<file path="config.mk">
export PLATFORM = sky130hd
export DESIGN_NAME = packet_deframer_crc32_check_unit
export DESIGN_NICKNAME = d
export VERILOG_FILES = /design/src/hw/rtl/pdc_pkg.sv /design/src/hw/rtl/packet_deframer_crc32_check_unit.sv
export SDC_FILE = /design/constraint.sdc
export NUM_CORES = 1
export LEC_CHECK = 0
export ABC_CLOCK_PERIOD_IN_PS = 19100
export BUFFER_PORTS_ARGS = -buffer_cell sky130_fd_sc_hd__buf_4
export CAP_MARGIN = 20
export CORE_MARGIN = 1.5
export CORE_UTILIZATION = 60
export DETAILED_ROUTE_END_ITERATION = 10
export PLACE_DENSITY = 0.81
export SKIP_LAST_GASP = 1
export SYNTH_ARGS = -nofsm -noshare
export SYNTH_HDL_FRONTEND = slang
export SYNTH_SLANG_ARGS = --single-unit
</file>
<file path="constraint.sdc">
create_clock -name clk -period 19.1 [get_ports clk]
set_input_delay 1.91 -clock clk [delete_from_list [all_inputs] [get_ports clk]]
set_output_delay 1.91 -clock clk [all_outputs]
set_load 0.05 [all_outputs]
</file>
<file path="src/hw/rtl/pdc_pkg.sv">
// ----------------------------------------------------------------------------
// pdc_pkg
// Types, constants and the CRC-32 byte function for the packet deframer.
// ----------------------------------------------------------------------------
package pdc_pkg;

	localparam logic [31:0] CRC_POLY = 32'hEDB88320;
	localparam logic [31:0] CRC_INIT = 32'hFFFFFFFF;

	localparam logic [7:0] MAGIC_B0 = 8'h52;
	localparam logic [7:0] MAGIC_B1 = 8'h56;
	localparam logic [7:0] MAGIC_B2 = 8'h52;
	localparam logic [7:0] MAGIC_B3 = 8'h54;

	localparam logic [7:0] VERSION_RESET = 8'd1;

	localparam logic [1:0] VERDICT_OK        = 2'd0;
	localparam logic [1:0] VERDICT_BAD_HDR   = 2'd1;
	localparam logic [1:0] VERDICT_CRC_ERR   = 2'd2;
	localparam logic [1:0] VERDICT_ABORTED   = 2'd3;

	localparam logic REG_EXPECTED_VERSION = 1'b0;

	typedef enum logic [1:0] {
		PH_IDLE    = 2'd0,
		PH_HEADER  = 2'd1,
		PH_PAYLOAD = 2'd2
	} phase_t;

	typedef struct packed {
		logic [7:0] rx_byte;
		logic       start_of_packet;
	} rx_item_t;

	typedef struct packed {
		logic [1:0]  verdict;
		logic [7:0]  command_code;
		logic [7:0]  status_code;
		logic [31:0] payload_length;
		logic [31:0] received_crc;
	} result_t;

	// Reflected CRC-32 over one byte.
	function automatic logic [31:0] crc_byte(input logic [31:0] c_in, input logic [7:0] b);
		logic [31:0] c;
		c = c_in ^ {24'd0, b};
		for (int k = 0; k < 8; k++) begin
			c = (c >> 1) ^ (c[0] ? CRC_POLY : 32'd0);
		end
		return c;
	endfunction

endpackage

</file>
<file path="src/hw/rtl/packet_deframer_crc32_check_unit.sv">
// ----------------------------------------------------------------------------
// packet_deframer_crc32_check_unit
// Parses a 16-byte packet header, checks magic/version/reserved and the CRC-32
// over header bytes 0..11 and the payload, and gives one verdict per packet.
// ----------------------------------------------------------------------------
// Usage:
//   byte_* channel takes one packet byte per item, start_of_packet set on
//   header byte 0. verdict_* channel gives at most one result per byte:
//   bad header, CRC pass/fail at packet end, or abort when a new start cuts
//   a packet short. Payload bytes are consumed, never forwarded.
//   expected_version sits at APB address 0 (reset value 1); write it only
//   while no packet is in flight.
// Timing:
//   One byte per cycle sustained unless a held result stalls it. A byte is
//   registered on accept, processed from that register, and its result registered.
//   The per-byte CRC update is one unrolled XOR network, which with the
//   32-bit remaining-count compare sets the cycle.
// Reset: parser returns to idle, CRC to all ones, held fields to zero.
// Stall: a held result blocks only bytes that would produce another result;
//   the input register then holds and byte_ready drops.
// ----------------------------------------------------------------------------
module packet_deframer_crc32_check_unit (
	input  logic               clk,
	input  logic               arst_n,
	input  logic               byte_valid,
	output logic               byte_ready,
	input  pdc_pkg::rx_item_t  byte_item,
	output logic               verdict_valid,
	input  logic               verdict_ready,
	output pdc_pkg::result_t   verdict_item,
	input  logic               psel,
	input  logic               penable,
	input  logic               pwrite,
	input  logic [2:0]         paddr,
	input  logic [31:0]        pwdata,
	output logic [31:0]        prdata,
	output logic               pready
);

	logic              valid_s1;
	pdc_pkg::rx_item_t item_s1;

	pdc_pkg::phase_t   phase_q;
	logic [3:0]        hdr_idx_q;
	logic [31:0]       crc_q;
	logic [7:0]        cmd_q;
	logic [7:0]        sts_q;
	logic [31:0]       len_q;
	logic [31:0]       hcrc_q;
	logic [31:0]       remain_q;
	logic              bad_q;
	logic [7:0]        version_q;

	pdc_pkg::phase_t   nx_phase;
	logic [3:0]        nx_idx;
	logic [31:0]       nx_crc;
	logic [7:0]        nx_cmd;
	logic [7:0]        nx_sts;
	logic [31:0]       nx_len;
	logic [31:0]       nx_hcrc;
	logic [31:0]       nx_remain;
	logic              nx_bad;
	logic              res_any;
	pdc_pkg::result_t  res;

	logic              out_valid_q;
	pdc_pkg::result_t  out_q;
	logic              advance;

	// APB
	assign pready = 1'b1;
	assign prdata = (paddr[2] == pdc_pkg::REG_EXPECTED_VERSION) ? {24'd0, version_q} : 32'd0;

	always_ff @(posedge clk or negedge arst_n) begin
		if (!arst_n) begin
			version_q <= pdc_pkg::VERSION_RESET;
		end else if (psel && penable && pwrite && pready
		             && paddr[2] == pdc_pkg::REG_EXPECTED_VERSION) begin
			version_q <= pwdata[7:0];
		end
	end

	// Byte processing
	always_comb begin
		nx_phase  = phase_q;
		nx_idx    = hdr_idx_q;
		nx_crc    = crc_q;
		nx_cmd    = cmd_q;
		nx_sts    = sts_q;
		nx_len    = len_q;
		nx_hcrc   = hcrc_q;
		nx_remain = remain_q;
		nx_bad    = bad_q;
		res_any   = 1'b0;
		res       = '{verdict: pdc_pkg::VERDICT_ABORTED, command_code: cmd_q,
		              status_code: sts_q, payload_length: len_q, received_crc: hcrc_q};

		if (item_s1.start_of_packet) begin
			if (phase_q == pdc_pkg::PH_HEADER || phase_q == pdc_pkg::PH_PAYLOAD) begin
				res_any = 1'b1;
			end
			nx_phase  = pdc_pkg::PH_HEADER;
			nx_idx    = 4'd0;
			nx_crc    = pdc_pkg::CRC_INIT;
			nx_cmd    = 8'd0;
			nx_sts    = 8'd0;
			nx_len    = 32'd0;
			nx_hcrc   = 32'd0;
			nx_remain = 32'd0;
			nx_bad    = 1'b0;
		end

		case (nx_phase)
			pdc_pkg::PH_HEADER: begin
				if (nx_idx < 4'd12) begin
					nx_crc = pdc_pkg::crc_byte(nx_crc, item_s1.rx_byte);
				end
				case (nx_idx)
					4'd0: if (item_s1.rx_byte != pdc_pkg::MAGIC_B0) nx_bad = 1'b1;
					4'd1: if (item_s1.rx_byte != pdc_pkg::MAGIC_B1) nx_bad = 1'b1;
					4'd2: if (item_s1.rx_byte != pdc_pkg::MAGIC_B2) nx_bad = 1'b1;
					4'd3: if (item_s1.rx_byte != pdc_pkg::MAGIC_B3) nx_bad = 1'b1;
					4'd4: if (item_s1.rx_byte != version_q) nx_bad = 1'b1;
					4'd5: nx_cmd = item_s1.rx_byte;
					4'd6: nx_sts = item_s1.rx_byte;
					4'd7: if (item_s1.rx_byte != 8'd0) nx_bad = 1'b1;
					default: begin
						if (nx_idx < 4'd12) begin
							nx_len[{nx_idx[1:0], 3'b000} +: 8] =
								nx_len[{nx_idx[1:0], 3'b000} +: 8] | item_s1.rx_byte;
						end else begin
							nx_hcrc[{nx_idx[1:0], 3'b000} +: 8] =
								nx_hcrc[{nx_idx[1:0], 3'b000} +: 8] | item_s1.rx_byte;
						end
					end
				endcase
				if (nx_idx == 4'd15) begin
					nx_idx = 4'd0;
					res    = '{verdict: pdc_pkg::VERDICT_BAD_HDR, command_code: nx_cmd,
					           status_code: nx_sts, payload_length: nx_len,
					           received_crc: nx_hcrc};
					if (nx_bad) begin
						res_any  = 1'b1;
						nx_phase = pdc_pkg::PH_IDLE;
					end else if (nx_len == 32'd0) begin
						res_any     = 1'b1;
						res.verdict = ((nx_crc ^ pdc_pkg::CRC_INIT) == nx_hcrc) ?
						              pdc_pkg::VERDICT_OK : pdc_pkg::VERDICT_CRC_ERR;
						nx_phase    = pdc_pkg::PH_IDLE;
					end else begin
						nx_remain = nx_len;
						nx_phase  = pdc_pkg::PH_PAYLOAD;
					end
				end else begin
					nx_idx = nx_idx + 4'd1;
				end
			end
			pdc_pkg::PH_PAYLOAD: begin
				nx_crc    = pdc_pkg::crc_byte(crc_q, item_s1.rx_byte);
				nx_remain = remain_q - 32'd1;
				if (nx_remain == 32'd0) begin
					res_any     = 1'b1;
					res.verdict = ((nx_crc ^ pdc_pkg::CRC_INIT) == hcrc_q) ?
					              pdc_pkg::VERDICT_OK : pdc_pkg::VERDICT_CRC_ERR;
					nx_phase    = pdc_pkg::PH_IDLE;
				end
			end
			default: ;
		endcase
	end

	assign advance    = valid_s1 && (!res_any || !out_valid_q || verdict_ready);
	assign byte_ready = !valid_s1 || advance;

	always_ff @(posedge clk or negedge arst_n) begin
		if (!arst_n) begin
			valid_s1 <= 1'b0;
		end else if (byte_ready) begin
			valid_s1 <= byte_valid;
		end
	end

	always_ff @(posedge clk) begin
		if (byte_ready && byte_valid) begin
			item_s1 <= byte_item;
		end
	end

	always_ff @(posedge clk or negedge arst_n) begin
		if (!arst_n) begin
			phase_q   <= pdc_pkg::PH_IDLE;
			hdr_idx_q <= 4'd0;
			crc_q     <= pdc_pkg::CRC_INIT;
			cmd_q     <= 8'd0;
			sts_q     <= 8'd0;
			len_q     <= 32'd0;
			hcrc_q    <= 32'd0;
			remain_q  <= 32'd0;
			bad_q     <= 1'b0;
		end else if (advance) begin
			phase_q   <= nx_phase;
			hdr_idx_q <= nx_idx;
			crc_q     <= nx_crc;
			cmd_q     <= nx_cmd;
			sts_q     <= nx_sts;
			len_q     <= nx_len;
			hcrc_q    <= nx_hcrc;
			remain_q  <= nx_remain;
			bad_q     <= nx_bad;
		end
	end

	// Result register
	always_ff @(posedge clk or negedge arst_n) begin
		if (!arst_n) begin
			out_valid_q <= 1'b0;
		end else if (advance && res_any) begin
			out_valid_q <= 1'b1;
		end else if (verdict_ready) begin
			out_valid_q <= 1'b0;
		end
	end

	always_ff @(posedge clk) begin
		if (advance && res_any) begin
			out_q <= res;
		end
	end

	assign verdict_valid = out_valid_q;
	assign verdict_item  = out_q;

endmodule
</file>
## After elaboration in Yosys (flattened, before gate mapping)

Cells that the tools add are included.

| storage, ports and cells | value |
|---|---|
| flip-flop bits (word level) | 252 |
| input bits | 51 |
| output and inout port bits | 117 |
| logic and storage cells | 168 |

| cells by class | value |
|---|---|
| $add $sub $neg | 3 |
| order comparisons | 1 |
| eq/ne operators | 18 |
| shift-type cells | 5 |
| multiplexer cells | 79 |
| bitwise gates (word level) | 23 |
| reductions and logical operators | 20 |

Operators with widths:

| kind | number |
|---|---|
| 32-bit two-way mux | 33 |
| 31-bit by 32-bit XOR with 32-bit output | 16 |
| 32-bit one-hot mux with 2 select lines | 2 |
| 82-bit two-way mux | 1 |
| 80-bit two-way mux | 1 |
| 32-bit bitwise mux | 2 |
| 32-bit equality test | 2 |
| 32-bit zero test | 2 |
| 32-bit inverter | 2 |
| 32-bit by 6-bit variable part select with 8-bit output | 2 |
| 8-bit by 7-bit variable part select with 32-bit output | 2 |
| 32-bit by 8-bit XOR with 32-bit output | 2 |
| 8-bit two-way mux | 7 |
| 8-bit by 7-bit variable shift with 32-bit output (first input constant) | 1 |
| 32-bit by 1-bit subtractor with 32-bit output (second input constant) | 1 |
| 8-bit by 7-bit inequality test with 1-bit output (second input constant) | 3 |
| 2-bit two-way mux | 10 |
| 4-bit by 3-bit equality test with 1-bit output (second input constant) | 4 |
| 1-bit two-way mux | 16 |
| 8-bit bitwise OR | 2 |
| 4-bit two-way mux | 3 |
| 4-bit by 2-bit equality test with 1-bit output (second input constant) | 2 |
| 8-bit inequality test | 1 |
| 2-bit one-hot mux with 2 select lines | 2 |
| other kinds (18) | 30 |

## Depth between registers and ports, before layout

| logic depth | value |
|---|---|
| word-level depth | 27 |
| depth in mapped cells | 21 |
| depth with buffers taken out | 13 |

## Worst setup path before layout

OpenSTA, ideal clock, no wires.

| path | value |
|---|---|
| path type | flip-flop to flip-flop |
| start | register item_s1[0] in the netlist's numbering |
| end | register out_q (netlist bit verdict_item[0]), enable pin |
| setup time | 0.523 ns |
| arrival time | 7.290 ns |
| required time | 18.577 ns |
| path slack | 11.287 ns |
| cell stages (with the launch flop) | 19 |
| buffers on the path | 11 |
| clock period less this slack | 7.813 ns |
| cells stage by stage | edfxtp_1 -> buf_4 -> buf_4 -> buf_4 -> buf_2 -> buf_1 -> buf_2 -> clkbuf_1 -> buf_1 -> or2_2 -> ha_1 -> inv_1 -> clkbuf_1 -> a311oi_1 -> a31oi_1 -> nand4b_2 -> buf_2 -> buf_2 -> nor2_1 |

| on the way | value |
|---|---|
| cells in the longest elaborated chain, start to end | 18 |
| elaborated cells between the ends (all ways) | 46 |
| classes of those cells | add/sub: 1; order compare: 1; eq/ne: 10; shift: 3; mux: 21; bitwise: 1; reduce/logical: 9 |

RTL lines:

| element | RTL line | RTL |
|---|---|---|
| start, declared | packet_deframer_crc32_check_unit.sv:41 | `pdc_pkg::rx_item_t item_s1;` |
| start signal, assigned | packet_deframer_crc32_check_unit.sv:185 | `item_s1 <= byte_item;` |
| 32-bit two-way mux or 4-bit two-way mux (tied branches) | packet_deframer_crc32_check_unit.sv:98 | `if (item_s1.start_of_packet) begin` |
| 32-bit by 6-bit variable part select with 8-bit output | packet_deframer_crc32_check_unit.sv:130 | `nx_len[{nx_idx[1:0], 3'b000} +: 8] \| item_s1.rx_byte;` |
| 8-bit bitwise OR | packet_deframer_crc32_check_unit.sv:130 |  |
| 8-bit by 7-bit variable part select with 32-bit output | packet_deframer_crc32_check_unit.sv:129 | `nx_len[{nx_idx[1:0], 3'b000} +: 8] =` |
| 32-bit bitwise mux | packet_deframer_crc32_check_unit.sv:129 |  |
| 32-bit two-way mux | packet_deframer_crc32_check_unit.sv:128 | `if (nx_idx < 4'd12) begin` |
| 32-bit two-way mux | packet_deframer_crc32_check_unit.sv:118 | `case (nx_idx)` |
| 32-bit two-way mux | packet_deframer_crc32_check_unit.sv:113 | `case (nx_phase)` |
| 32-bit zero test | packet_deframer_crc32_check_unit.sv:145 | `end else if (nx_len == 32'd0) begin` |
| 1-bit two-way mux | packet_deframer_crc32_check_unit.sv:145 |  |
| 1-bit two-way mux | packet_deframer_crc32_check_unit.sv:142 | `if (nx_bad) begin` |
| 1-bit two-way mux | packet_deframer_crc32_check_unit.sv:137 | `if (nx_idx == 4'd15) begin` |
| 1-bit one-hot mux with 2 select lines * | packet_deframer_crc32_check_unit.sv:113 |  |
| 1-bit zero test | packet_deframer_crc32_check_unit.sv:172 | `assign advance = valid_s1 && (!res_any \|\| !out_valid_q \|\| verdict_ready);` |
| 1-bit logical OR (2 in series) | packet_deframer_crc32_check_unit.sv:172 |  |
| 1-bit logical AND | packet_deframer_crc32_check_unit.sv:172 |  |
| 1-bit logical AND * | packet_deframer_crc32_check_unit.sv:225 | `if (advance && res_any) begin` |
| end signal, assigned | packet_deframer_crc32_check_unit.sv:226 | `out_q <= res;` |
| end, declared | packet_deframer_crc32_check_unit.sv:67 | `pdc_pkg::result_t out_q;` |

Every way passes the cells marked *; elsewhere a longest branch is shown, timed or not. The select of a mux whose other input is x is not followed.
A chain may end at the register's enable or synchronous reset.

## Final worst setup path

| path | value |
|---|---|
| start | register hdr_idx_q[0] |
| end | output byte_ready |

| on the way | value |
|---|---|
| cells in the longest elaborated chain, start to end | 18 |
| elaborated cells between the ends (all ways) | 34 |
| classes of those cells | add/sub: 1; order compare: 1; eq/ne: 8; shift: 3; mux: 11; bitwise: 1; reduce/logical: 9 |

RTL lines:

| element | RTL line | RTL |
|---|---|---|
| start, declared | packet_deframer_crc32_check_unit.sv:44 | `logic [3:0] hdr_idx_q;` |
| start signal, assigned | packet_deframer_crc32_check_unit.sv:202 | `hdr_idx_q <= nx_idx;` |
| 4-bit two-way mux * | packet_deframer_crc32_check_unit.sv:98 |  |
| 32-bit by 6-bit variable part select with 8-bit output | packet_deframer_crc32_check_unit.sv:130 |  |
| 8-bit bitwise OR | packet_deframer_crc32_check_unit.sv:130 |  |
| 8-bit by 7-bit variable part select with 32-bit output | packet_deframer_crc32_check_unit.sv:129 |  |
| 32-bit bitwise mux | packet_deframer_crc32_check_unit.sv:129 |  |
| 32-bit two-way mux | packet_deframer_crc32_check_unit.sv:128 |  |
| 32-bit two-way mux | packet_deframer_crc32_check_unit.sv:118 |  |
| 32-bit two-way mux | packet_deframer_crc32_check_unit.sv:113 |  |
| 32-bit zero test | packet_deframer_crc32_check_unit.sv:145 |  |
| 1-bit two-way mux | packet_deframer_crc32_check_unit.sv:145 |  |
| 1-bit two-way mux | packet_deframer_crc32_check_unit.sv:142 |  |
| 1-bit two-way mux * | packet_deframer_crc32_check_unit.sv:137 |  |
| 1-bit one-hot mux with 2 select lines * | packet_deframer_crc32_check_unit.sv:113 |  |
| 1-bit zero test * | packet_deframer_crc32_check_unit.sv:172 |  |
| 1-bit logical OR * (2 in series) | packet_deframer_crc32_check_unit.sv:172 |  |
| 1-bit logical AND * | packet_deframer_crc32_check_unit.sv:172 |  |
| 1-bit logical OR * | packet_deframer_crc32_check_unit.sv:173 | `assign byte_ready = !valid_s1 \|\| advance;` |
| end, declared | packet_deframer_crc32_check_unit.sv:26 | `output logic byte_ready,` |

Marked as above.

==> metrics.yaml <==
status: "finished clean"
drtIter0Drc: 2092
start_util_pct: 61.57
routed_wl_mm: 60.56
drv_cap: 0
cp-start-kind: "flop"
yosysSeqAreaShare_pct: 38.19
worstSetupPathType: "flop to output port"
vdd_drop_max_mv: 0.1045
finalHoldViolCount: 0
setup_tns_ps: 0
r2r_slack_ps: 12540
ys_async_sr_fraction_pct: 63.89
multi_input_comb_area_um2: 9976
num_vias: 15580
cp_max_fo: 39
fp.dieH_um: 175.3
crit_path_end_kind: "output port"
grt_usage_pct: 39.14
power.density_nw_per_um2: 173.0
clk_pin_slew_ps: 60
maxSlewViolCount: 0
routed_via_density: 6.794
setup_violations: 0
ys_top_cells_by_count: "208 x nand2_1, 156 x nor2_1, 139 x xnor2_1"
synth_warnings: 0
p_comb_share_pct: 60.5
die-area_um2: 30730
fin_crit_sh_pct: 39.04
power.total_mw: 3.348
htree_levels: 1
p_int_mw: 1.748
rsz0062_at_grt: "false"
timing.fmax_mhz: 134.1
portBuffers: 116
synth_cell_types: 102
drtAntennaViolNets: 0
seqCellArea_um2: 6803
syn_area_um2: 17810
grt_pass1_vias: 14560
final_cells: 2293
antenna_found_initial: 1
p_sw_share_pct: 47.78
p_sw_mw: 1.599
syn2layout_area_growth_pct: 8.646
clockRootBuffer: "clkbuf_16"
hold_class: "flop to flop"
clockPowerShare_pct: 15.1
synth_cells: 1886
route.detailed.drc: 0
yosys-top-cells-area: "dfrtp_1 18%, edfxtp_1 15%, xnor2_1 6.8%"
grt-ovfl-total: 0
dpl_cell_area_um2: 18530
rows: 62
dpl.cell_count: 2244
cts_resized: 0
core-area_um2: 28940
clock_path_buffers: 3
synth.most_common_cell: "nand2_1"
clk_latency_ps: 540
cp_data_required_time_ps: 17190
wl_per_cell_um: 26.41
drive_gt1_share_pct: 17.39
cts.sinks: 252
hpwl_mm: 42.89
fp.dieW_um: 175.3
final_util_pct: 66.89
cts_tree: "built"
post-route-min-period_ps: 7457
grt_pass1_wl_mm: 90.65
syn_area_per_cell_um2: 9.446
diodes: 0
firstDrtPassIters: 6
cts_buffers: 27
grt_max_degree: 99
synth_edf_count: 91
postCtsSetupRepairBufs: 0
ctsHoldBuffers: 0
routabilityCongestion: 1.006
slew_headroom_pct: 24.64
fin_area_um2: 19350
fill_cells: 2317
nNetsFinal: 1951
fin_worst_skew_ps: 10.10
ys_ff_latch: 252
worst_pin_slew_ps: 1119
leakagePower_nw: 7.907
yosys.area.top_type: "dfrtp_1"
critPathArrivalTime_ps: 5550
synth_top_area_share_pct: 17.98
ioPinCount: 168
p_seq_share_pct: 24.4
synthFlopType: "dfrtp_1"
==> stage by stage <==
stage               worst slack [ps]  hold slack, ps
floorplan                      11290           464.2
global placement               12590           438.2
detailed placement             12580           435.3
CTS                            11950           449.3
global route                   11580           454.3
finish                         11640           449.8
==> cell families (layout without fill, tap and decap cells) <==
group / Yosys count / in the layout / synth area share [%]
fa+ha+maj: 11 / 11 / 0.7726
other cells: 2 / 25 / 0.04216
buf+inv: 233 / 233 / 6.504
xor+xnor: 243 / 243 / 14.52
mux: 54 / 54 / 3.540
flops: 252 / 252 / 38.19
compound gates: 497 / 497 / 20.04
simple gates: 594 / 594 / 16.39
==> worst max-delay path, cell delays in order, from the launching register on <==
cell and delay (ps):
dfrtp_1 320, buf_4 470, nor2b_1 550, inv_2 210, ha_1 440, nor2b_1 560
o2111ai_1 510, o2bb2ai_1 640, nor4_1 170, nand4_1 250, nor3b_2 110, o21ai_0 450
buf_4 300
==> per-layer routing <==
metal | wire length, um | up-vias | GRT usage (%) | share of wire (%)
li1 | - | 6745 | - | -
met1 | 24780 | 7545 | 55.34 | 41
met2 | 25620 | 1131 | 56.53 | 42
met3 | 7868 | 158 | 12.08 | 13
met4 | 2298 | 0 | 14.42 | 3.8
met5 | 0 | - | 0 | 0
==> layout by cell type (no fill, tap or decap), types with 9 or more instances in the layout <==
master	instances
nor4_1	15
nor3b_1	11
o21ai_1	15
nor3_1	28
xnor2_1	139
a22o_1	67
a22oi_1	14
or2_2	9
ha_1	11
xor2_1	69
a21oi_1	80
nand4_1	25
o31ai_1	9
xnor3_1	17
o211ai_1	13
dfrtp_1	128
a221oi_2	9
o22ai_1	12
edfxtp_1	91
o22a_1	15
o21ai_0	113
nand2_1	207
clkbuf_16	27
inv_1	29
or4_1	10
conb_1	25
a221oi_1	11
or3_1	9
nand3_1	26
mux2i_1	15
mux2_2	30
dfstp_2	33
nand2b_1	14
buf_4	152
a31oi_1	10
nor2_1	152
and2_1	9
o2bb2ai_1	29
nor2b_1	22
a21o_1	12
==> flip-flops by register name, summed over array words and instances (netlist names), 2 cells and up <==
signal,flops
cmd_q,8
crc_q,32
hcrc_q,32
hdr_idx_q,4
item_s1,9
len_q,32
phase_q,2
remain_q,32
sts_q,8
verdict_item,82
version_q,8
==> power by group through the flow <==
stage / Sequential [mW] / Clock [mW] / Combinational (mW)
after floorplan: 0.881 / 0 / 1.39
after global placement: 0.819 / 0 / 1.94
after detailed placement: 0.824 / 0 / 1.97
after CTS: 0.814 / 0.505 / 1.98
after global routing: 0.827 / 0.530 / 2.13
final: 0.818 / 0.504 / 2.03
==> worst paths after layout <==
path,endpoint,from,depth (start not counted)
max,byte_ready,hdr_idx_q[0],12
min,verdict_item[71],sts_q[7],0
max reg2reg,verdict_item[6],hdr_idx_q[0],14
min reg2reg,verdict_item[71],sts_q[7],0
max in group asynchronous,remain_q[0],arst_n,2
min in group asynchronous,remain_q[13],arst_n,1
==> layout make-up <==
| cell class | count | share of cell area, % |
|---|---|---|
| clock buffers | 36 | 3.769 |
| clock inverters | 13 | 0.5042 |
| inverters | 31 | 0.6012 |
| multi-input cells | 1424 | 51.54 |
| flip-flops and latches | 252 | 35.15 |
| well taps | 384 | 2.482 |
| repair buffers | 153 | 5.954 |
(Power assumes the default switching activity.)
